### src/rtl/core/cidw_pkg.sv
// shared types and constants for the can id whitelist rate divider
`default_nettype none

package cidw_pkg;

   localparam int ID_W        = 29;
   localparam int STD_W       = 11;
   localparam int SLOT_W      = 6;
   localparam int DIV_W       = 8;
   localparam int CNT_W       = 8;
   localparam int QUEUE_DEPTH = 2;

   localparam logic OP_LOAD = 1'b0;
   localparam logic OP_MSG  = 1'b1;

   typedef struct packed {
      logic              op;
      logic [SLOT_W-1:0] slot;
      logic [ID_W-1:0]   slot_id;
      logic [DIV_W-1:0]  slot_divisor;
      logic              is_extended;
      logic [STD_W-1:0]  std_id;
      logic [ID_W-1:0]   ext_id;
   } req_type;

   typedef struct packed {
      logic            forward;
      logic            matched;
      logic [ID_W-1:0] resolved_id;
   } rsp_type;

   typedef enum logic [1:0] {
      CMD_LOAD   = 2'd0,
      CMD_SKIP   = 2'd1,
      CMD_PASS   = 2'd2,
      CMD_LOOKUP = 2'd3
   } cmd_kind_type;

   typedef struct packed {
      cmd_kind_type      kind;
      logic [SLOT_W-1:0] slot;
      logic [ID_W-1:0]   slot_id;
      logic [DIV_W-1:0]  divisor;
      logic [ID_W-1:0]   resolved_id;
   } cmd_type;

endpackage

`default_nettype wire

### src/rtl/core/cidw_front.sv
// request intake: pass-all register and classification of each request
`default_nettype none

module cidw_front
   import cidw_pkg::*;
#(
   parameter int ENTRIES = 64
) (
   input  wire logic    clock,
   input  wire logic    reset,
   input  wire logic    req_valid,
   output logic         req_ready,
   input  wire req_type req_data,
   input  wire logic    csr_wr_en,
   input  wire logic    csr_wr_data,
   input  wire logic    q_full,
   output logic         push,
   output cmd_type      push_data
);

   logic pass_all_ff;
   logic pass_all_in;
   logic slot_in_range;

   assign pass_all_in = csr_wr_en ? csr_wr_data : pass_all_ff;

   always_ff @(posedge clock) begin
      if (reset) begin
         pass_all_ff <= 1'b0;
      end else begin
         pass_all_ff <= pass_all_in;
      end
   end

   assign req_ready     = !q_full;
   assign push          = req_valid && req_ready;
   assign slot_in_range = ({{(32-SLOT_W){1'b0}}, req_data.slot} < 32'(ENTRIES));

   always_comb begin
      push_data.slot        = req_data.slot;
      push_data.slot_id     = req_data.slot_id;
      push_data.divisor     = req_data.slot_divisor;
      push_data.resolved_id = req_data.is_extended ? req_data.ext_id
                                                   : ID_W'(req_data.std_id);
      if (req_data.op == OP_LOAD) begin
         // loads past the end of the table are dropped
         push_data.kind = slot_in_range ? CMD_LOAD : CMD_SKIP;
      end else begin
         push_data.kind = pass_all_ff ? CMD_PASS : CMD_LOOKUP;
      end
   end

endmodule

`default_nettype wire

### src/rtl/core/cidw_queue.sv
// short command queue between intake and table engine
`default_nettype none

module cidw_queue
   import cidw_pkg::*;
(
   input  wire logic    clock,
   input  wire logic    reset,
   input  wire logic    push,
   input  wire cmd_type push_data,
   output logic         full,
   input  wire logic    pop,
   output logic         pop_valid,
   output cmd_type      pop_data
);

   localparam int PTR_W = (QUEUE_DEPTH > 1) ? $clog2(QUEUE_DEPTH) : 1;
   localparam int CNT_QW = $clog2(QUEUE_DEPTH + 1);
   localparam logic [PTR_W-1:0] LAST_PTR = PTR_W'(QUEUE_DEPTH - 1);

   cmd_type           slot_ff [QUEUE_DEPTH];
   logic [PTR_W-1:0]  wr_ptr_ff, wr_ptr_in;
   logic [PTR_W-1:0]  rd_ptr_ff, rd_ptr_in;
   logic [CNT_QW-1:0] count_ff, count_in;
   logic              do_push;
   logic              do_pop;

   assign full      = (count_ff == CNT_QW'(QUEUE_DEPTH));
   assign pop_valid = (count_ff != '0);
   assign pop_data  = slot_ff[rd_ptr_ff];
   assign do_push   = push && !full;
   assign do_pop    = pop && pop_valid;

   always_comb begin
      wr_ptr_in = wr_ptr_ff;
      rd_ptr_in = rd_ptr_ff;
      count_in  = count_ff;
      if (do_push) begin
         wr_ptr_in = (wr_ptr_ff == LAST_PTR) ? '0 : wr_ptr_ff + 1'b1;
      end
      if (do_pop) begin
         rd_ptr_in = (rd_ptr_ff == LAST_PTR) ? '0 : rd_ptr_ff + 1'b1;
      end
      if (do_push && !do_pop) begin
         count_in = count_ff + 1'b1;
      end else if (do_pop && !do_push) begin
         count_in = count_ff - 1'b1;
      end
   end

   always_ff @(posedge clock) begin
      if (reset) begin
         wr_ptr_ff <= '0;
         rd_ptr_ff <= '0;
         count_ff  <= '0;
      end else begin
         wr_ptr_ff <= wr_ptr_in;
         rd_ptr_ff <= rd_ptr_in;
         count_ff  <= count_in;
      end
   end

   always_ff @(posedge clock) begin
      if (do_push) begin
         slot_ff[wr_ptr_ff] <= push_data;
      end
   end

endmodule

`default_nettype wire

### src/rtl/core/cidw_back.sv
// table engine: slot loads, whitelist walk, decimation counters, response register
`default_nettype none

module cidw_back
   import cidw_pkg::*;
#(
   parameter int ENTRIES = 64
) (
   input  wire logic    clock,
   input  wire logic    reset,
   input  wire logic    cmd_valid,
   output logic         cmd_ready,
   input  wire cmd_type cmd_data,
   output logic         rsp_valid,
   input  wire logic    rsp_ready,
   output rsp_type      rsp_data
);

   localparam int IDX_W = (ENTRIES > 1) ? $clog2(ENTRIES) : 1;
   localparam logic [IDX_W-1:0] LAST_IDX = IDX_W'(ENTRIES - 1);

   typedef enum logic [1:0] {
      ST_IDLE = 2'b01,
      ST_SCAN = 2'b10
   } state_type;

   state_type         state_ff, state_in;

   logic [ID_W-1:0]   id_mem  [ENTRIES];
   logic [DIV_W-1:0]  div_mem [ENTRIES];
   logic [CNT_W-1:0]  cnt_mem [ENTRIES];
   logic [ID_W-1:0]   id_rd_ff;
   logic [DIV_W-1:0]  div_rd_ff;
   logic [CNT_W-1:0]  cnt_rd_ff;

   logic [ENTRIES-1:0] valid_ff, valid_in;
   logic [IDX_W-1:0]  rd_addr_ff, rd_addr_in;
   logic [IDX_W-1:0]  cmp_idx_ff, cmp_idx_in;
   logic              cmp_vld_ff, cmp_vld_in;
   logic [ID_W-1:0]   rid_ff, rid_in;
   logic              rsp_valid_ff, rsp_valid_in;
   rsp_type           rsp_data_ff, rsp_data_in;

   logic              out_free;
   logic              take;
   logic              hit;
   logic [DIV_W:0]    cnt_next;
   logic [DIV_W:0]    div_mod;
   logic [CNT_W-1:0]  cnt_wrap;
   logic              tbl_we;
   logic [IDX_W-1:0]  tbl_addr;
   logic              cnt_we;
   logic [IDX_W-1:0]  cnt_addr;
   logic [CNT_W-1:0]  cnt_wdata;

   assign out_free  = !rsp_valid_ff || rsp_ready;
   assign cmd_ready = (state_ff == ST_IDLE) && out_free;
   assign take      = cmd_valid && cmd_ready;
   assign rsp_valid = rsp_valid_ff;
   assign rsp_data  = rsp_data_ff;

   // compare stage sees the entry fetched on the previous cycle
   assign hit = cmp_vld_ff && valid_ff[cmp_idx_ff] && (id_rd_ff == rid_ff);

   // a stored divisor of zero counts as 256
   assign cnt_next = {1'b0, cnt_rd_ff} + 1'b1;
   assign div_mod  = (div_rd_ff == '0) ? ((DIV_W+1)'(1) << DIV_W) : {1'b0, div_rd_ff};
   assign cnt_wrap = (cnt_next >= div_mod) ? '0 : cnt_next[CNT_W-1:0];

   always_comb begin
      state_in     = state_ff;
      rd_addr_in   = rd_addr_ff;
      cmp_idx_in   = rd_addr_ff;
      cmp_vld_in   = 1'b0;
      rid_in       = rid_ff;
      valid_in     = valid_ff;
      rsp_valid_in = rsp_valid_ff && !rsp_ready;
      rsp_data_in  = rsp_data_ff;
      tbl_we       = 1'b0;
      tbl_addr     = IDX_W'(cmd_data.slot);
      cnt_we       = 1'b0;
      cnt_addr     = IDX_W'(cmd_data.slot);
      cnt_wdata    = '0;

      unique case (state_ff)
         ST_IDLE: begin
            if (take) begin
               rsp_data_in = '0;
               unique case (cmd_data.kind)
                  CMD_LOAD: begin
                     tbl_we             = 1'b1;
                     cnt_we             = 1'b1;
                     valid_in[tbl_addr] = 1'b1;
                     rsp_valid_in       = 1'b1;
                  end
                  CMD_SKIP: begin
                     rsp_valid_in = 1'b1;
                  end
                  CMD_PASS: begin
                     rsp_data_in.forward     = 1'b1;
                     rsp_data_in.resolved_id = cmd_data.resolved_id;
                     rsp_valid_in            = 1'b1;
                  end
                  CMD_LOOKUP: begin
                     rid_in     = cmd_data.resolved_id;
                     rd_addr_in = '0;
                     state_in   = ST_SCAN;
                  end
                  default: begin
                     rsp_valid_in = 1'b1;
                  end
               endcase
            end
         end
         ST_SCAN: begin
            cmp_vld_in = 1'b1;
            if (rd_addr_ff != LAST_IDX) begin
               rd_addr_in = rd_addr_ff + 1'b1;
            end
            if (hit) begin
               cnt_we                  = 1'b1;
               cnt_addr                = cmp_idx_ff;
               cnt_wdata               = cnt_wrap;
               rsp_valid_in            = 1'b1;
               rsp_data_in.forward     = (cnt_wrap == '0);
               rsp_data_in.matched     = 1'b1;
               rsp_data_in.resolved_id = rid_ff;
               cmp_vld_in              = 1'b0;
               state_in                = ST_IDLE;
            end else if (cmp_vld_ff && (cmp_idx_ff == LAST_IDX)) begin
               rsp_valid_in            = 1'b1;
               rsp_data_in.forward     = 1'b0;
               rsp_data_in.matched     = 1'b0;
               rsp_data_in.resolved_id = rid_ff;
               cmp_vld_in              = 1'b0;
               state_in                = ST_IDLE;
            end
         end
         default: begin
            state_in = ST_IDLE;
         end
      endcase
   end

   always_ff @(posedge clock) begin
      if (reset) begin
         state_ff     <= ST_IDLE;
         valid_ff     <= '0;
         cmp_vld_ff   <= 1'b0;
         rsp_valid_ff <= 1'b0;
         rd_addr_ff   <= '0;
      end else begin
         state_ff     <= state_in;
         valid_ff     <= valid_in;
         cmp_vld_ff   <= cmp_vld_in;
         rsp_valid_ff <= rsp_valid_in;
         rd_addr_ff   <= rd_addr_in;
      end
   end

   always_ff @(posedge clock) begin
      cmp_idx_ff  <= cmp_idx_in;
      rid_ff      <= rid_in;
      rsp_data_ff <= rsp_data_in;
   end

   // whitelist table, one write and one registered read per cycle
   always_ff @(posedge clock) begin
      if (tbl_we) begin
         id_mem[tbl_addr]  <= cmd_data.slot_id;
         div_mem[tbl_addr] <= cmd_data.divisor;
      end
      if (cnt_we) begin
         cnt_mem[cnt_addr] <= cnt_wdata;
      end
      id_rd_ff  <= id_mem[rd_addr_ff];
      div_rd_ff <= div_mem[rd_addr_ff];
      cnt_rd_ff <= cnt_mem[rd_addr_ff];
   end

endmodule

`default_nettype wire

### src/rtl/core/can_id_whitelist_rate_divider.sv
// top level: can acceptance filter with per-identifier forwarding divider
`default_nettype none

// Each request is either a table load or a received CAN frame, and each gives
// exactly one response. A load, a load to a slot beyond the table, or a frame
// while pass-all is set is answered straight from the idle state. A frame
// lookup walks the whitelist one entry per cycle, from slot 0 upward, through
// a table memory with a registered read once the request leaves the two-entry
// command queue; the first match answers, else the walk ends at the last slot.
// The table memory comes out of reset unwritten; only its valid bits clear.
module can_id_whitelist_rate_divider
   import cidw_pkg::*;
#(
   parameter int ENTRIES = 64
) (
   input  wire logic    clock,
   input  wire logic    reset,
   input  wire logic    req_valid,
   output logic         req_ready,
   input  wire req_type req_data,
   output logic         rsp_valid,
   input  wire logic    rsp_ready,
   output rsp_type      rsp_data,
   input  wire logic    csr_wr_en,
   input  wire logic    csr_wr_data
);

   logic    q_full;
   logic    push;
   cmd_type push_data;
   logic    pop;
   logic    pop_valid;
   cmd_type pop_data;

   cidw_front #(
      .ENTRIES (ENTRIES)
   ) u_front (
      .clock       (clock),
      .reset       (reset),
      .req_valid   (req_valid),
      .req_ready   (req_ready),
      .req_data    (req_data),
      .csr_wr_en   (csr_wr_en),
      .csr_wr_data (csr_wr_data),
      .q_full      (q_full),
      .push        (push),
      .push_data   (push_data)
   );

   cidw_queue u_queue (
      .clock     (clock),
      .reset     (reset),
      .push      (push),
      .push_data (push_data),
      .full      (q_full),
      .pop       (pop),
      .pop_valid (pop_valid),
      .pop_data  (pop_data)
   );

   cidw_back #(
      .ENTRIES (ENTRIES)
   ) u_back (
      .clock     (clock),
      .reset     (reset),
      .cmd_valid (pop_valid),
      .cmd_ready (pop),
      .cmd_data  (pop_data),
      .rsp_valid (rsp_valid),
      .rsp_ready (rsp_ready),
      .rsp_data  (rsp_data)
   );

endmodule

`default_nettype wire

### config.mk
export PLATFORM = sky130hd
export DESIGN_NAME = can_id_whitelist_rate_divider
export DESIGN_NICKNAME = d
export VERILOG_FILES = /design/src/rtl/core/cidw_pkg.sv /design/src/rtl/core/cidw_front.sv /design/src/rtl/core/cidw_queue.sv /design/src/rtl/core/cidw_back.sv /design/src/rtl/core/can_id_whitelist_rate_divider.sv
export SDC_FILE = /design/constraint.sdc
export NUM_CORES = 2
export LEC_CHECK = 0
export ABC_CLOCK_PERIOD_IN_PS = 4900
export BUFFER_PORTS_ARGS = -buffer_cell sky130_fd_sc_hd__buf_2
export CORE_ASPECT_RATIO = 1.5
export CORE_MARGIN = 8
export CORE_UTILIZATION = 39
export CTS_CLUSTER_DIAMETER = 80
export CTS_CLUSTER_SIZE = 25
export DETAILED_ROUTE_END_ITERATION = 8
export PLACE_DENSITY_LB_ADDON = 0.15
export REMOVE_ABC_BUFFERS = 1
export SYNTH_ARGS = -nofsm -noshare
export SYNTH_HDL_FRONTEND = slang
export SYNTH_SLANG_ARGS = --single-unit
### constraint.sdc
create_clock -name clock -period 4.9 [get_ports clock]
set_clock_uncertainty 0.15 [all_clocks]
set_input_delay 0.245 -clock clock [delete_from_list [all_inputs] [get_ports clock]]
set_output_delay 0.245 -clock clock [all_outputs]
set_load 0.02 [all_outputs]
==> metrics <==
placed cells=9,667; I/O Buffers=123; Worst Tran Pin Value=1.33 ns; CP arrival=4.78 ns; I/O pin cnt=roughly 120; largest net degree at the start of global routing=131; EDFF count, synth=3,088; gate count after technology mapping=~5,300; Final #Nets=~5,900; ys async rst share=0; Setup crit start kind=register; Distinct cells, synth=55; Routed WL per cell=34.9 um; status=finished clean; root buffer cell=clkbuf_16; area grow syn2layout=12.2%; internal cell power=between 40,000 and 50,000 uW; minimum clock period=approximately 4.3 ns; first-pass GRT wire length=486,000 um; die height=704 um; vias in the first global route=59,857; final WL=352,000 um; Syn. warnings=0; part of the cycle the worst path needs=0.875; Post-DRT Antenna Nets=0; worst setup path start=u_back.rid_ff[20]$_DFFE_PP_; sequential area share after synthesis=0.775; DR pass1 iterations=5; hold_buf cts=158; final core utilization=0.439; CTS max path bufs=4; initial antenna violation count=29; TritonCTS sink count=3,219; RSZ-0062 raised after global routing=no; Critical Path RT=5.40 ns; combinational share of power=0.139; Slew HR=0.101; postcts setup bufs=0; layout filler cell count=26,773; final hold slack=around 0.029 ns; Final Hold Viols=0; Critical R2R Launch=u_back.rid_ff[20]$_DFFE_PP_; vias per cell=between 5 and 6; Die W=approximately 470 um; Min-Delay Startpoint=req_data[59]; H-Tree Depth=4; Sw Pwr=14,600 uW; flip-flop and latch count after synthesis=3,219; Synth Flop Type=edfxtp_1; Flop pwr share=0.597; number of cells upsized or downsized after cts=0; Clock Latency Late Sink=a little under 0.9 ns; Core ar.=314,000 sq um; Hold WC Path Type=primary input to register; Sw Ratio=0.259; drt first-iter violations=6,702; gr ovfl total=0; Max Cap Viol=0; HPWL after DPL=roughly 210,000 um; leakage=approximately 0.040 uW; Critical Path Fanout Max=33; min setup slack post-route=between 0.6 and 0.7 ns; CTS Buf Count=around 160; Final GP Congestion=0.814; Cell Area, Synth=123,000 sq um; Setup violations, final=0; Max Slew Vio Count=0; clock slew at reported path FFs=around 0.10 ns; final non-filler cell total=10,080; layout cell share with drive strength beyond 1=0.298; DRC viols=0; most common cell after layout, fill and taps aside=edfxtp_1; peak supply drop=0.000317 V; row cnt=252; initial core utilization=0.392; CTS tree=built; most frequent cells in the layout=edfxtp_1, mux4_2, buf_4; Worst Setup End Kind=register; Clock Power Share=0.265; P per Cell Area=408 nW/um^2; GRT Overall Usage=0.207; Post-Syn Area per Cell=23.2 sq um; die area=334,000 sq um; pre-CTS WS=0.729 ns; Fmax=0.233 GHz; critical path class=register to register; DR vias=57,370
-- power groups by stage --
stage | logic, uW | clock network, uW | registers, uW
2_1_floorplan | 4180 | 0 | 34300
3_3_place_gp | 7600 | 0 | 34200
3_5_place_dp | 7810 | 0 | 34200
4_1_cts | 7920 | 15300 | 33600
5_1_grt | 8290 | 16100 | 33600
6_report | 7790 | 14900 | 33600
-- final cells by class --
cell class,count,area [sq um],area share
multi-input cells,1749,26900,0.195
inverters,53,199,0.00144
repair buffers,613,5750,0.0417
clock inverters,19,196,0.00142
clock buffers,228,4300,0.0312
diodes,8,20.0,0.000145
flip-flops and latches,3219,95400,0.691
well taps,4191,5240,0.0380
-- synthesized netlist by cell type, drive strengths merged, types with 20 or more instances --
cell type	instances	area share
nand3	83	0.0034
xor2	32	0.0023
inv	53	0.0016
clkbuf	142	0.0043
o21a	23	0.0014
mux4	961	0.18
mux2	52	0.0048
mux2i	37	0.0030
nand2	119	0.0036
o21ai	98	0.0040
nor2	196	0.0060
dfxtp	131	0.021
buf	130	0.0053
edfxtp	3088	0.75
and2	20	0.0010
-- path summary, 6_finish.rpt --
path	slack, ns	cells after the start	endpoint
max	0.61	10	u_back.cnt_mem[49][6]$_DFFE_PP_
min reg2reg	0.32	1	u_back.valid_ff[6]$_SDFFE_PP0P_
min	0.03	2	u_queue.slot_ff[0][47]$_DFFE_PP_
max reg2reg	0.61	10	u_back.cnt_mem[49][6]$_DFFE_PP_
-- metal layers --
| metal | share of wire | vias to the layer above | track usage |
|---|---|---|---|
| met2 | 0.52 | 1737 | 0.371 |
| li1 | - | 23219 | - |
| met4 | 0.031 | 10 | 0.0547 |
| met5 | 0.00017 | - | 0 |
| met1 | 0.39 | 32012 | 0.266 |
| met3 | 0.056 | 392 | 0.0293 |
-- metrics by stage --
step / total power (uW) / area (sq um) / setup TNS (ns)
2_1_floorplan: 38500 / 122000 / -5012.85
3_3_place_gp: 41800 / 132000 / 0
3_5_place_dp: 42000 / 132000 / 0
4_1_cts: 56800 / 138000 / 0
5_1_grt: 58000 / 138000 / 0
6_report: 56200 / 138000 / 0
-- sequential cells by signal, summed over array words and instances, names as in the netlist, 29 cells and up, named ones only --
name and flops:
u_back.valid_ff 64, u_back.div_mem 512, u_back.rsp_data 31, u_back.rid_ff 29, u_back.cnt_mem 512, u_back.id_mem 1856
u_queue.slot_ff 148, u_back.id_rd_ff 29
-- logic make-up (layout without fill, tap and decap cells) --
family | count (synthesis) | in the layout | synth area share
xor+xnor | 43 | 43 | 0.00306
mux | 1050 | 1050 | 0.184
compound gates | 152 | 152 | 0.00725
buf+inv | 325 | 913 | 0.0112
flops | 3219 | 3219 | 0.775
other cells | 0 | 8 | 0
fa+ha+maj | 14 | 14 | 0.00142
simple gates | 490 | 490 | 0.0178
-- worst max-delay path: stages (launching register included) --
cell      delay, ns
edfxtp_1       0.42
xor2_1         0.18
nor4_1         0.58
nand4_1        0.15
or4_1          0.67
nor3b_4        0.36
nand2b_1       0.10
buf_4          0.18
buf_12         0.15
nor2_4         0.76
buf_12         0.28
Note: power is estimated with default switching activity, not from simulation.
